**src/rtl/core/svmc_pkg.sv**
```systemverilog
// ----------------------------------------------------------------------------
// svmc_pkg
// Shared codes and fixed-point constants for the state vector measure unit.
// ----------------------------------------------------------------------------
`default_nettype none

package svmc_pkg;

  // item kinds
  localparam logic [1:0] KIND_WRITE   = 2'd0;
  localparam logic [1:0] KIND_READ    = 2'd1;
  localparam logic [1:0] KIND_MEASURE = 2'd2;

  // result status
  localparam logic [1:0] ST_OK        = 2'd0;
  localparam logic [1:0] ST_BAD_INDEX = 2'd1;
  localparam logic [1:0] ST_BAD_QUBIT = 2'd2;

  // parameter defaults
  localparam int DEF_MAX_QUBITS = 10;
  localparam int DEF_AMP_WIDTH  = 16;

  localparam logic [3:0] QCOUNT_RESET = 4'd10;

  // probability / divisor formats
  localparam int SQ_IN_W   = 62;   // radicand, P << 20
  localparam int SQ_OUT_W  = 31;   // sqrt(p) in Q.24
  localparam int SQ_SHIFT  = 20;
  localparam int DIV_FRAC  = 24;
  localparam int PC_W      = 41;   // chosen probability, capped at 2^40

endpackage

`default_nettype wire

```
**src/rtl/core/svmc_sqrt.sv**
```systemverilog
// ----------------------------------------------------------------------------
// svmc_sqrt
// Iterative integer square root, one result bit per cycle.
// ----------------------------------------------------------------------------
`default_nettype none

module svmc_sqrt (
  input  wire logic                         clk,
  input  wire logic                         rst,
  input  wire logic                         start,
  input  wire logic [svmc_pkg::SQ_IN_W-1:0]  radicand,
  output logic                              done,
  output logic [svmc_pkg::SQ_OUT_W-1:0]      root
);
  import svmc_pkg::*;

  logic [SQ_IN_W-1:0] x;
  logic [SQ_IN_W-1:0] r;
  logic [SQ_IN_W-1:0] bt;
  logic [4:0]         cnt;
  logic               busy;
  logic [SQ_IN_W-1:0] trial;

  assign trial = r + bt;
  assign root  = SQ_OUT_W'(r);

  always_ff @(posedge clk) begin
    if (rst) begin
      busy <= 1'b0;
      done <= 1'b0;
      cnt  <= '0;
    end else begin
      done <= 1'b0;
      if (start) begin
        x    <= radicand;
        r    <= '0;
        bt   <= SQ_IN_W'(1) << (SQ_IN_W - 2);
        cnt  <= 5'(SQ_OUT_W);
        busy <= 1'b1;
      end else if (busy) begin
        if (x >= trial) begin
          x <= x - trial;
          r <= (r >> 1) + bt;
        end else begin
          r <= r >> 1;
        end
        bt  <= bt >> 2;
        cnt <= cnt - 5'd1;
        if (cnt == 5'd1) begin
          busy <= 1'b0;
          done <= 1'b1;
        end
      end
    end
  end

endmodule

`default_nettype wire

```
**config.mk**
```make
export PLATFORM = sky130hd
export DESIGN_NAME = svmc_sqrt
export DESIGN_NICKNAME = d
export VERILOG_FILES = /design/src/rtl/core/svmc_pkg.sv /design/src/rtl/core/svmc_sqrt.sv
export SDC_FILE = /design/constraint.sdc
export NUM_CORES = 1
export LEC_CHECK = 0
export ABC_AREA = 1
export BUFFER_PORTS_ARGS = -buffer_cell sky130_fd_sc_hd__buf_2
export CAP_MARGIN = 40
export CELL_PAD_IN_SITES_DETAIL_PLACEMENT = 1
export CELL_PAD_IN_SITES_GLOBAL_PLACEMENT = 1
export CORE_UTILIZATION = 40
export CTS_CLUSTER_SIZE = 30
export DETAILED_ROUTE_END_ITERATION = 8
export GPL_TIMING_DRIVEN = 0
export PLACE_DENSITY = 0.87
export SLEW_MARGIN = 20
export SYNTH_ARGS = -nofsm -noshare
export SYNTH_HDL_FRONTEND = slang
export SYNTH_SLANG_ARGS = --single-unit
```
**constraint.sdc**
```tcl
create_clock -name clk -period 9.2 [get_ports clk]
set_clock_uncertainty 0.2 [all_clocks]
set_input_delay 0 -clock clk [delete_from_list [all_inputs] [get_ports clk]]
set_output_delay 0 -clock clk [all_outputs]
set_load 0.03 [all_outputs]
```
==> flow_metrics.py <==
metrics = {
    "logic_synthesis": {
        "muxShareOfSynthArea_pct": 0,
        "yosysSeqAreaShare_pct": 24.1,
        "synth_compound_area_share_pct": 8.41,
        "synth_top_area_share_pct": 25.7,
        "async_flop_share_pct": 0,
        "postSynthAreaPerCell_um2": 5.81,
        "synth-seq-cells": 162,
        "syn_area_um2": 19900,
        "synth_top_flop_cell": "edfxtp_1",
        "synth-simple-area-share_pct": 41.7,
        "synth_edf_count": 155,
        "yosys.area.top_type": "nand2_1",
        "syn_inst": 3429,
        "synth_nets": 3623,
        "synthDistinctLibCells": 44,
        "synth_top_family_by_area": "simple AND/OR/NAND/NOR gates",
        "synthAdderAreaFrac_pct": 8.14,
        "ys_warn_count": 0,
        "synth_xor_xnor_area_share_pct": 4.39,
        "synth_area_leaders": "nand2_1 26%, edfxtp_1 23%, inv_1 11%",
    },
    "final_layout": {
        "fillers": 7041,
        "fin_nets": 3812,
        "drive_above_1_share_pct": 5.92,
        "layout_commonest_cell": "nand2_1",
        "stdcell_count": 4296,
        "area_growth_pct": 13.7,
        "design_area_um2": 22700,
        "fin_util_pct": 46.2,
        "layout_common_cells": "1367 x nand2_1, 583 x inv_1, 340 x nor2_1, 216 x nand3_1, 155 x edfxtp_1",
    },
    "pwr": {
        "max-vdd-ir-drop_mv": 0.163,
        "powerDensity_nw_per_um2": 186,
        "combinationalPowerShare_pct": 55.8,
        "p_int_w": 0.00208,
        "p_seq_share_pct": 25.5,
        "switching_power_w": 0.00213,
        "p_sw_share_pct": 50.6,
        "p_leak_nw": 11.8,
        "clkPwrFrac_pct": 18.7,
    },
    "setup_path": {
        "rr_worst_depth": 22,
        "cp-start-kind": "flop",
        "worstPathArrival_ns": 6.35,
        "worst-path-stages": 22,
        "crit_family": "simple AND/OR/NAND/NOR gates",
        "cp_slowest_cell": "o21ai_0",
        "endpoint": "x[55]",
        "regToRegEndpoint": "x[55]",
        "r2r_start": "r[10]",
        "path_buf_inv": 2,
        "r2r_setup_slack_ns": 2.84,
        "critPathMaxFanout": 40,
        "critPathRequiredTime_ns": 9.19,
        "worstSetupStartpoint": "r[10]",
        "crit_top_cell": "nand2_1",
        "endpoint_kind": "flop",
        "max_stage_delay_ns": 0.67,
        "crit_type": "reg2reg",
        "crit_path_cell_trace": "ha_1 > nand2_1 > o21ai_0 > nand2_1 > nand2_1 > a21oi_1 > o21ai_0 > nand2_1 > nand3b_1 > nand2_1 > ha_1 > nand2_1 > nor3_1 > nand2_1 > nor2_1 > nand2_1 > nand3_1 > nor2_2 > nand2_1 > o21ai_0 > inv_4 > buf_16",
    },
    "sta": {
        "finalHoldViolCount": 0,
        "fin_crit_ns": 6.36,
        "tightest_slew_ns": 0.860,
        "setup_viol": 0,
        "rsz0062_at_grt": "no",
        "fmax_mhz": 157,
        "period_share_pct": 69.1,
        "drv_slew": 0,
        "slew_headroom_pct": 42.0,
        "fin_hold_ws_ns": 0.0344,
    },
    "cts": {
        "post-cts-setup-buffers": 0,
        "cts_made_buffers": 17,
        "clockBufferDepth": 2,
        "cts_tree": "done",
        "cts_max_level": 4,
        "clock-sinks": 162,
        "ctsRootBufferMaster": "clkbuf_16",
        "clock_latency_ns": 0.51,
        "clkTransAtPathRegs_ns": 0.08,
    },
    "place": {
        "finalWeightedCongestion": 1.01,
        "numPortBuffers": 96,
        "dpl_cell_area_um2": 21400,
        "place_inst": 4197,
        "hpwl_um": 69100,
    },
    "global_route": {
        "antenna_found_initial": 1,
        "grt-ovfl-total": 0,
        "grt_pass1_vias": 24100,
        "grt_pass1_wl_um": 131000,
        "grt_max_degree": 41,
        "grt_util_all_layers_pct": 34.4,
    },
    "floorplanning": {
        "ios": 97,
        "die_area_um2": 50700,
        "num_rows": 81,
        "core_area_um2": 49100,
        "initial_core_util_pct": 40.6,
        "die_h_um": 225,
        "die-width_um": 225,
    },
    "detailed_routing": {
        "routed-via-count": 23400,
        "wire_per_inst_um": 20.0,
        "firstDrtPassIters": 7,
        "drc": 0,
        "viasPerCell": 5.45,
        "routed_wl_um": 86100,
        "antenna_left": 0,
        "drtIter0Drc": 1760,
    },
    "flow_run": {
        "maxCapViolations": 0,
    },
    "worst_hold_path": {
        "hold_class": "in2reg",
    },
    "run_status": {
        "outcome": "finished clean",
    },
}
==> worst reg2reg max path, stage by stage, from the launching register on <==
cell and delay (ns):
edfxtp_1 0.58, ha_1 0.49, nand2_1 0.11, o21ai_0 0.36, nand2_1 0.17, nand2_1 0.11, a21oi_1 0.09, o21ai_0 0.67
nand2_1 0.22, nand3b_1 0.14, nand2_1 0.09, ha_1 0.37, nand2_1 0.27, nor3_1 0.32, nand2_1 0.14, nor2_1 0.19
nand2_1 0.13, nand3_1 0.10, nor2_2 0.06, nand2_1 0.32, o21ai_0 0.21, inv_4 0.37, buf_16 0.30
==> cell type report <==
class	count	area (um^2)	area share, %
plain buffers	70	408	1.80
clock buffers	17	425	1.88
multi-input cells	2601	12500	55.1
flip-flops and latches	162	4790	21.1
clock inverters	15	165	0.728
well taps	664	831	3.66
inverters	596	2240	9.88
diodes	1	2.50	0.0110
repair buffers	170	1310	5.76
==> worst min path at each step <==
stage / startpoint / end / slack [ns] / depth (start not counted)
finish: start / bt[60] / 0.03 / 2
global route: start / bt[60] / 0.04 / 2
CTS: start / bt[60] / 0.01 / 2
detailed placement: start / bt[60] / -0.005 / 1
global placement: start / bt[60] / -0.01 / 1
floorplan: rst / cnt[3] / -0.13 / 1
==> metrics by stage <==
stage	setup TNS [ns]	power, W	setup slack [ns]
after floorplan	0	0.00259	2.11
after global placement	-104.04	0.00322	-1.68
after detailed placement	0	0.00331	2.96
after CTS	0	0.00413	2.94
after global routing	0	0.00447	2.61
final	0	0.00421	2.84
==> repair_timing <==
item	4_1_cts	5_1_grt
hold buffers	64	0
resized for setup	0	0
endpoints found under the hold margin	100	0
==> synthesized netlist by cell type, types with 2 or more instances <==
cell type  instances
nand2_1         1367
inv_1            584
nor2_1           341
nand3_1          216
edfxtp_1         155
a21oi_1          141
o21ai_0          130
ha_1             128
xnor2_1           59
nor3_1            42
xor2_1            41
nand4_1           38
buf_4             31
clkbuf_1          26
o21bai_1          22
nand3b_1          20
inv_2             11
buf_2             10
or2_2             10
dfxtp_1            7
nor4_1             7
nor2_2             6
and2_1             5
a21o_1             4
a31oi_1            4
o21a_1             4
and3_1             2
buf_6              2
==> power by group through the flow <==
stage | Sequential (W) | Clock (W) | Combinational, W
3_5_place_dp | 0.00108 | 0 | 0.00223
2_1_floorplan | 0.00103 | 0 | 0.00157
3_3_place_gp | 0.00109 | 0 | 0.00213
5_1_grt | 0.00108 | 0.000809 | 0.00258
4_1_cts | 0.00107 | 0.000788 | 0.00227
6_report | 0.00107 | 0.000787 | 0.00235
==> cells by family (layout without fill, tap and decap cells) <==
kind of cell	after synthesis	after routing
XOR/XNOR	100	100
AO/OA/AOI/OAI	313	313
adder cells (fa/ha/maj)	129	129
AND/OR/NAND/NOR	2059	2059
other	0	1
flip-flops	162	162
buffers and inverters	666	868
==> per-layer routing <==
metal | share of wire [%] | GRT usage (%) | up-vias
met1 | 42 | 41.1 | 11300
met5 | 0 | 0 | -
met3 | 5.2 | 4.55 | 246
met4 | 5.9 | 19.6 | 0
met2 | 47 | 59.0 | 788
li1 | - | - | 11100
==> state kept, by name, indices dropped and copies added, names as in the netlist <==
signal and cells:
cnt 5, busy 1, done 1, r 62, x 62, bt 31
No activity file was read; power rests on OpenSTA's default activity.
