==> src/rtl/core/svmc_pkg.sv <==
// ----------------------------------------------------------------------------
// svmc_pkg
// Shared codes and fixed-point constants for the state vector measure unit.
// ----------------------------------------------------------------------------
`default_nettype none

package svmc_pkg;

  // item kinds
  localparam logic [1:0] KIND_WRITE   = 2'd0;
  localparam logic [1:0] KIND_READ    = 2'd1;
  localparam logic [1:0] KIND_MEASURE = 2'd2;

  // result status
  localparam logic [1:0] ST_OK        = 2'd0;
  localparam logic [1:0] ST_BAD_INDEX = 2'd1;
  localparam logic [1:0] ST_BAD_QUBIT = 2'd2;

  // parameter defaults
  localparam int DEF_MAX_QUBITS = 10;
  localparam int DEF_AMP_WIDTH  = 16;

  localparam logic [3:0] QCOUNT_RESET = 4'd10;

  // probability / divisor formats
  localparam int SQ_IN_W   = 62;   // radicand, P << 20
  localparam int SQ_OUT_W  = 31;   // sqrt(p) in Q.24
  localparam int SQ_SHIFT  = 20;
  localparam int DIV_FRAC  = 24;
  localparam int PC_W      = 41;   // chosen probability, capped at 2^40

endpackage

`default_nettype wire

==> src/rtl/core/svmc_div.sv <==
// ----------------------------------------------------------------------------
// svmc_div
// Restoring divider: round((mag << 24) / d), quotient bits only, with overflow.
// ----------------------------------------------------------------------------
`default_nettype none

module svmc_div #(
  parameter int AMP_WIDTH = svmc_pkg::DEF_AMP_WIDTH
) (
  input  wire logic                          clk,
  input  wire logic                          rst,
  input  wire logic                          start,
  input  wire logic [AMP_WIDTH-1:0]          mag,
  input  wire logic [svmc_pkg::SQ_OUT_W-1:0] divisor,
  output logic                               done,
  output logic                               ovf,
  output logic [AMP_WIDTH-1:0]               quo
);
  import svmc_pkg::*;

  localparam int NW  = AMP_WIDTH + 25;
  localparam int CW  = $clog2(AMP_WIDTH + 1);

  logic [NW-1:0]        num;
  logic [SQ_OUT_W-1:0]  d;
  logic [SQ_OUT_W-1:0]  rem;
  logic [AMP_WIDTH-1:0] lo;
  logic [CW-1:0]        cnt;
  logic                 busy;
  logic [SQ_OUT_W:0]    rem2;

  assign num  = (NW'(mag) << DIV_FRAC) + NW'(divisor >> 1);
  assign rem2 = {rem, lo[AMP_WIDTH-1]};

  always_ff @(posedge clk) begin
    if (rst) begin
      busy <= 1'b0;
      done <= 1'b0;
      cnt  <= '0;
    end else begin
      done <= 1'b0;
      if (start) begin
        d    <= divisor;
        ovf  <= (num >> AMP_WIDTH) >= NW'(divisor);
        rem  <= SQ_OUT_W'(num >> AMP_WIDTH);
        lo   <= num[AMP_WIDTH-1:0];
        quo  <= '0;
        cnt  <= CW'(AMP_WIDTH);
        busy <= 1'b1;
      end else if (busy) begin
        if (rem2 >= {1'b0, d}) begin
          rem <= SQ_OUT_W'(rem2 - {1'b0, d});
          quo <= {quo[AMP_WIDTH-2:0], 1'b1};
        end else begin
          rem <= SQ_OUT_W'(rem2);
          quo <= {quo[AMP_WIDTH-2:0], 1'b0};
        end
        lo  <= lo << 1;
        cnt <= cnt - CW'(1);
        if (cnt == CW'(1)) begin
          busy <= 1'b0;
          done <= 1'b1;
        end
      end
    end
  end

endmodule

`default_nettype wire

==> config.mk <==
export PLATFORM = sky130hd
export DESIGN_NAME = svmc_div
export DESIGN_NICKNAME = d
export VERILOG_FILES = /design/src/rtl/core/svmc_pkg.sv /design/src/rtl/core/svmc_div.sv
export SDC_FILE = /design/constraint.sdc
export NUM_CORES = 1
export LEC_CHECK = 0
export ABC_AREA = 1
export BUFFER_PORTS_ARGS = -buffer_cell sky130_fd_sc_hd__buf_2
export CAP_MARGIN = 10
export CORE_ASPECT_RATIO = 0.5
export CORE_MARGIN = 2
export CORE_UTILIZATION = 50
export DETAILED_ROUTE_END_ITERATION = 8
export PLACE_DENSITY = 0.69
export SYNTH_ARGS = -nofsm -noshare
export SYNTH_HDL_FRONTEND = slang
export SYNTH_SLANG_ARGS = --single-unit
==> constraint.sdc <==
create_clock -name clk -period 7.2 [get_ports clk]
set_input_delay 1.44 -clock clk [delete_from_list [all_inputs] [get_ports clk]]
set_output_delay 1.44 -clock clk [all_outputs]
set_load 0.005 [all_outputs]
==> insert_results.sql <==
INSERT INTO impl_metrics (metric_group, metric, value, unit) VALUES
('power_and_ir_drop', 'fin_total_pwr', '1.86', 'mW'),
('cells_and_area', 'number_of_nets_in_the_finished_design', '1294', ''),
('cells_and_area', 'register_area', '2990', 'um^2'),
('cells_and_area', 'instances_no_fill', '1387', ''),
('flow_run', 'total_of_max_cap_violations', '0', ''),
('timing', 'report.final.setup_viol', '0', ''),
('logic_synthesis', 'seq_area_frac_synth', '0.372', ''),
('grt', 'grt_pass1_wl', '34900', 'um'),
('logic_synthesis', 'synth.distinct_cells', '42', ''),
('logic_synthesis', 'synthesis.area_per_instance', '7.20', 'um^2'),
('placement', 'numPlacedInstances', '1371', ''),
('critical_path', 'critical_path.startpoint_type', 'primary input', ''),
('min_path', 'worst_hold_path.endpoint', 'cnt[4]$_SDFFE_PP0N_', ''),
('cells_and_area', 'finish.instance_area', '8890', 'um^2'),
('placement', 'place.gp.congestion', '0.944', ''),
('drt', 'drt-initial-drc-count', '699', ''),
('cells_and_area', 'post_route_cells_drive_above_1_share', '0.0972', ''),
('drt', 'detail_route.wirelength', '21900', 'um'),
('power_and_ir_drop', 'vdd_drop_max', '0.000162', 'V'),
('floorplanning', 'num_io_pins', '68', ''),
('timing', 'fmax', '268', 'MHz'),
('grt', 'number_of_global_route_vias_before_repair', '6656', ''),
('cells_and_area', 'finish.utilization', '0.571', ''),
('grt', 'groute.usage.overall', '0.266', ''),
('logic_synthesis', 'synth_nets', '1232', ''),
('logic_synthesis', 'postSynthRegisterBits', '102', ''),
('timing', 'final.min_clock_period', '3.72', 'ns'),
('drt', 'drcViolationCount', '0', ''),
('grt', 'antenna_found_initial', '0', ''),
('drt', 'wl_per_cell', '15.8', 'um'),
('logic_synthesis', 'total_of_warnings_raised_by_yosys', '0', ''),
('critical_path', 'regToRegStartpoint', 'd[0]$_DFFE_PP_', ''),
('clock_network', 'cts_buffer_depth', '2', ''),
('timing', 'rsz_0062_raised_after_global_routing', 'false', ''),
('timing', 'tightestPinTransition', '0.838', 'ns'),
('drt', 'dr_vias', '7231', ''),
('timing', 'fin_skew', '0.0111', 'ns'),
('power_and_ir_drop', 'p_per_area', '209', 'nW/um^2'),
('clock_network', 'cts.sinks', '102', ''),
('critical_path', 'worst-setup-path-type', 'in -> reg', ''),
('cells_and_area', 'diodes', '0', ''),
('placement', 'port_buffers', '67', ''),
('logic_synthesis', 'postSynth.asyncResetShare', '0', ''),
('clock_network', 'cts_post_setup_buffers_inserted', '0', ''),
('drt', 'drt-pass1-iter-count', '5', ''),
('floorplanning', 'fp-row-count', '32', ''),
('outcome', 'outcome', 'completed', ''),
('clock_network', 'ctsHtreeMaxLevel', '3', ''),
('cells_and_area', 'area_growth_syn_to_layout', '10.6', '%'),
('cells_and_area', 'multi_input_area', '4150', 'um^2'),
('critical_path', 'cp.required', '7.31', 'ns'),
('floorplanning', 'start_util', '0.516', ''),
('timing', 'total_negative_setup_slack', '0', 'ns'),
('logic_synthesis', 'count_of_flip_flops_with_a_built_in_enable_after_synthesis', '95', ''),
('floorplanning', 'die_y', '93.7', 'um'),
('clock_network', 'clockRootBuffer', 'clkbuf_16', ''),
('placement', 'hpwl', '17500', 'um'),
('clock_network', 'holdBufCountCts', '0', ''),
('critical_path', 'worst_r2r_path_depth', '15', ''),
('timing', 'min_period_over_period', '0.517', ''),
('clock_network', 'tritoncts', 'built', ''),
('floorplanning', 'design.die.area', '17200', 'um^2'),
('logic_synthesis', 'synth.cell_area', '8040', 'um^2'),
('drt', 'vias_per_cell', '5.21', ''),
('min_path', 'hold_start', 'cnt[4]$_SDFFE_PP0N_', ''),
('timing', 'final-hold-violation-count', '0', ''),
('critical_path', 'worstPathArrival', '3.84', 'ns'),
('min_path', 'worstHoldPathCells', '2', ''),
('critical_path', 'worst-r2r-setup-slack', '4.25', 'ns'),
('drt', 'final_antenna_net_count', '0', ''),
('power_and_ir_drop', 'leak_pwr', '4.60', 'nW');
==> final cells by class <==
type	instances	area share
multi-input cells	779	0.466
flip-flops and latches	102	0.337
clock inverters	7	0.0113
well taps	204	0.0287
inverters	216	0.0912
repair buffers	70	0.0403
clock buffers	9	0.0253
==> layer usage <==
layer,part of all wire,global-route usage,wire length [um],vias to the layer above
met5,0,0,0,-
met4,0.013,0.0533,281,0
met3,0.086,0.0523,1880,23
met2,0.40,0.382,8670,253
met1,0.51,0.413,11100,3289
li1,-,-,-,3666
==> metrics by stage <==
stage / worst slack (ns) / hold slack, ns
6_report: 3.48 / 0.479
5_1_grt: 3.20 / 0.524
4_1_cts: 3.48 / 0.480
3_5_place_dp: 3.11 / 0.468
3_3_place_gp: 3.12 / 0.464
2_1_floorplan: 1.69 / 0.442
==> Yosys cell counts, drive strengths merged (3+ instances only) <==
library cell	instances	area, um^2
nand2	380	1470
inv	215	807
edfxtp	95	2850
nor2	93	393
nand3	73	370
ha	64	801
a21oi	39	206
o21ai	30	150
nand3b	28	210
nand4	16	100
xnor2	13	114
buf	11	72.6
and2	9	56.3
clkbuf	8	30.0
dfxtp	7	140
nor3	7	45.0
xor2	6	52.6
nor4	5	31.3
and3	3	18.8
==> flip-flops by register name, indices dropped and copies added (netlist names) <==
| register | cells |
|---|---|
| busy | 1 |
| cnt | 5 |
| d | 31 |
| done | 1 |
| lo | 16 |
| ovf | 1 |
| quo | 16 |
| rem | 31 |
==> placed cells by master (no fill, tap or decap), types with 6 or more instances in the layout <==
master / netlist / layout
a21oi_1: 36 / 35
and2_1: 9 / 9
buf_2: 7 / 67
clkbuf_16: 0 / 9
dfxtp_1: 7 / 7
edfxtp_1: 95 / 95
ha_1: 64 / 64
inv_1: 210 / 209
inv_2: 5 / 6
nand2_1: 372 / 372
nand2_2: 6 / 6
nand3_1: 72 / 72
nand3b_1: 28 / 28
nand4_1: 16 / 16
nor2_1: 87 / 86
o21ai_0: 25 / 25
xnor2_1: 13 / 13
xor2_1: 6 / 6
==> power breakdown <==
group,switching (mW),internal [mW]
registers,0.0198,0.706
logic,0.399,0.202
clock network,0.248,0.282
total,0.666,1.19
==> kinds of logic (layout without fill, tap and decap cells) <==
| logic type | Yosys count | after routing | share of synthesized area |
|---|---|---|---|
| AOI/OAI and AO/OA | 76 | 76 | 0.0507 |
| xor gates and xnor gates | 19 | 19 | 0.0207 |
| adders and majority gates | 66 | 66 | 0.105 |
| buffers and inverters | 235 | 302 | 0.114 |
| DFF | 102 | 102 | 0.372 |
| and+or+nand+nor | 618 | 618 | 0.338 |
==> critical path: stages <==
cell	delay (ns)
buf_2	0.13
ha_1	0.21
fa_1	0.43
a21oi_1	0.39
nor3_2	0.13
nand2_1	0.09
nand2_1	0.06
and2_1	0.14
ha_1	0.30
nand2_1	0.12
nor2_1	0.06
nand2_1	0.06
o211ai_1	0.08
a21oi_1	0.13
nand3_1	0.08
==> worst max path at each step <==
stage | start | end | slack (ns) | depth (start not counted)
2_1_floorplan | start | lo[0]$_SDFFCE_PN0P_ | 1.69 | 4
3_3_place_gp | divisor[25] | ovf$_DFFE_PP_ | 3.12 | 13
3_5_place_dp | divisor[25] | ovf$_DFFE_PP_ | 3.11 | 15
4_1_cts | divisor[25] | ovf$_DFFE_PP_ | 3.48 | 15
5_1_grt | divisor[25] | ovf$_DFFE_PP_ | 3.20 | 15
6_report | divisor[25] | ovf$_DFFE_PP_ | 3.48 | 15
(Power assumes the default switching activity.)
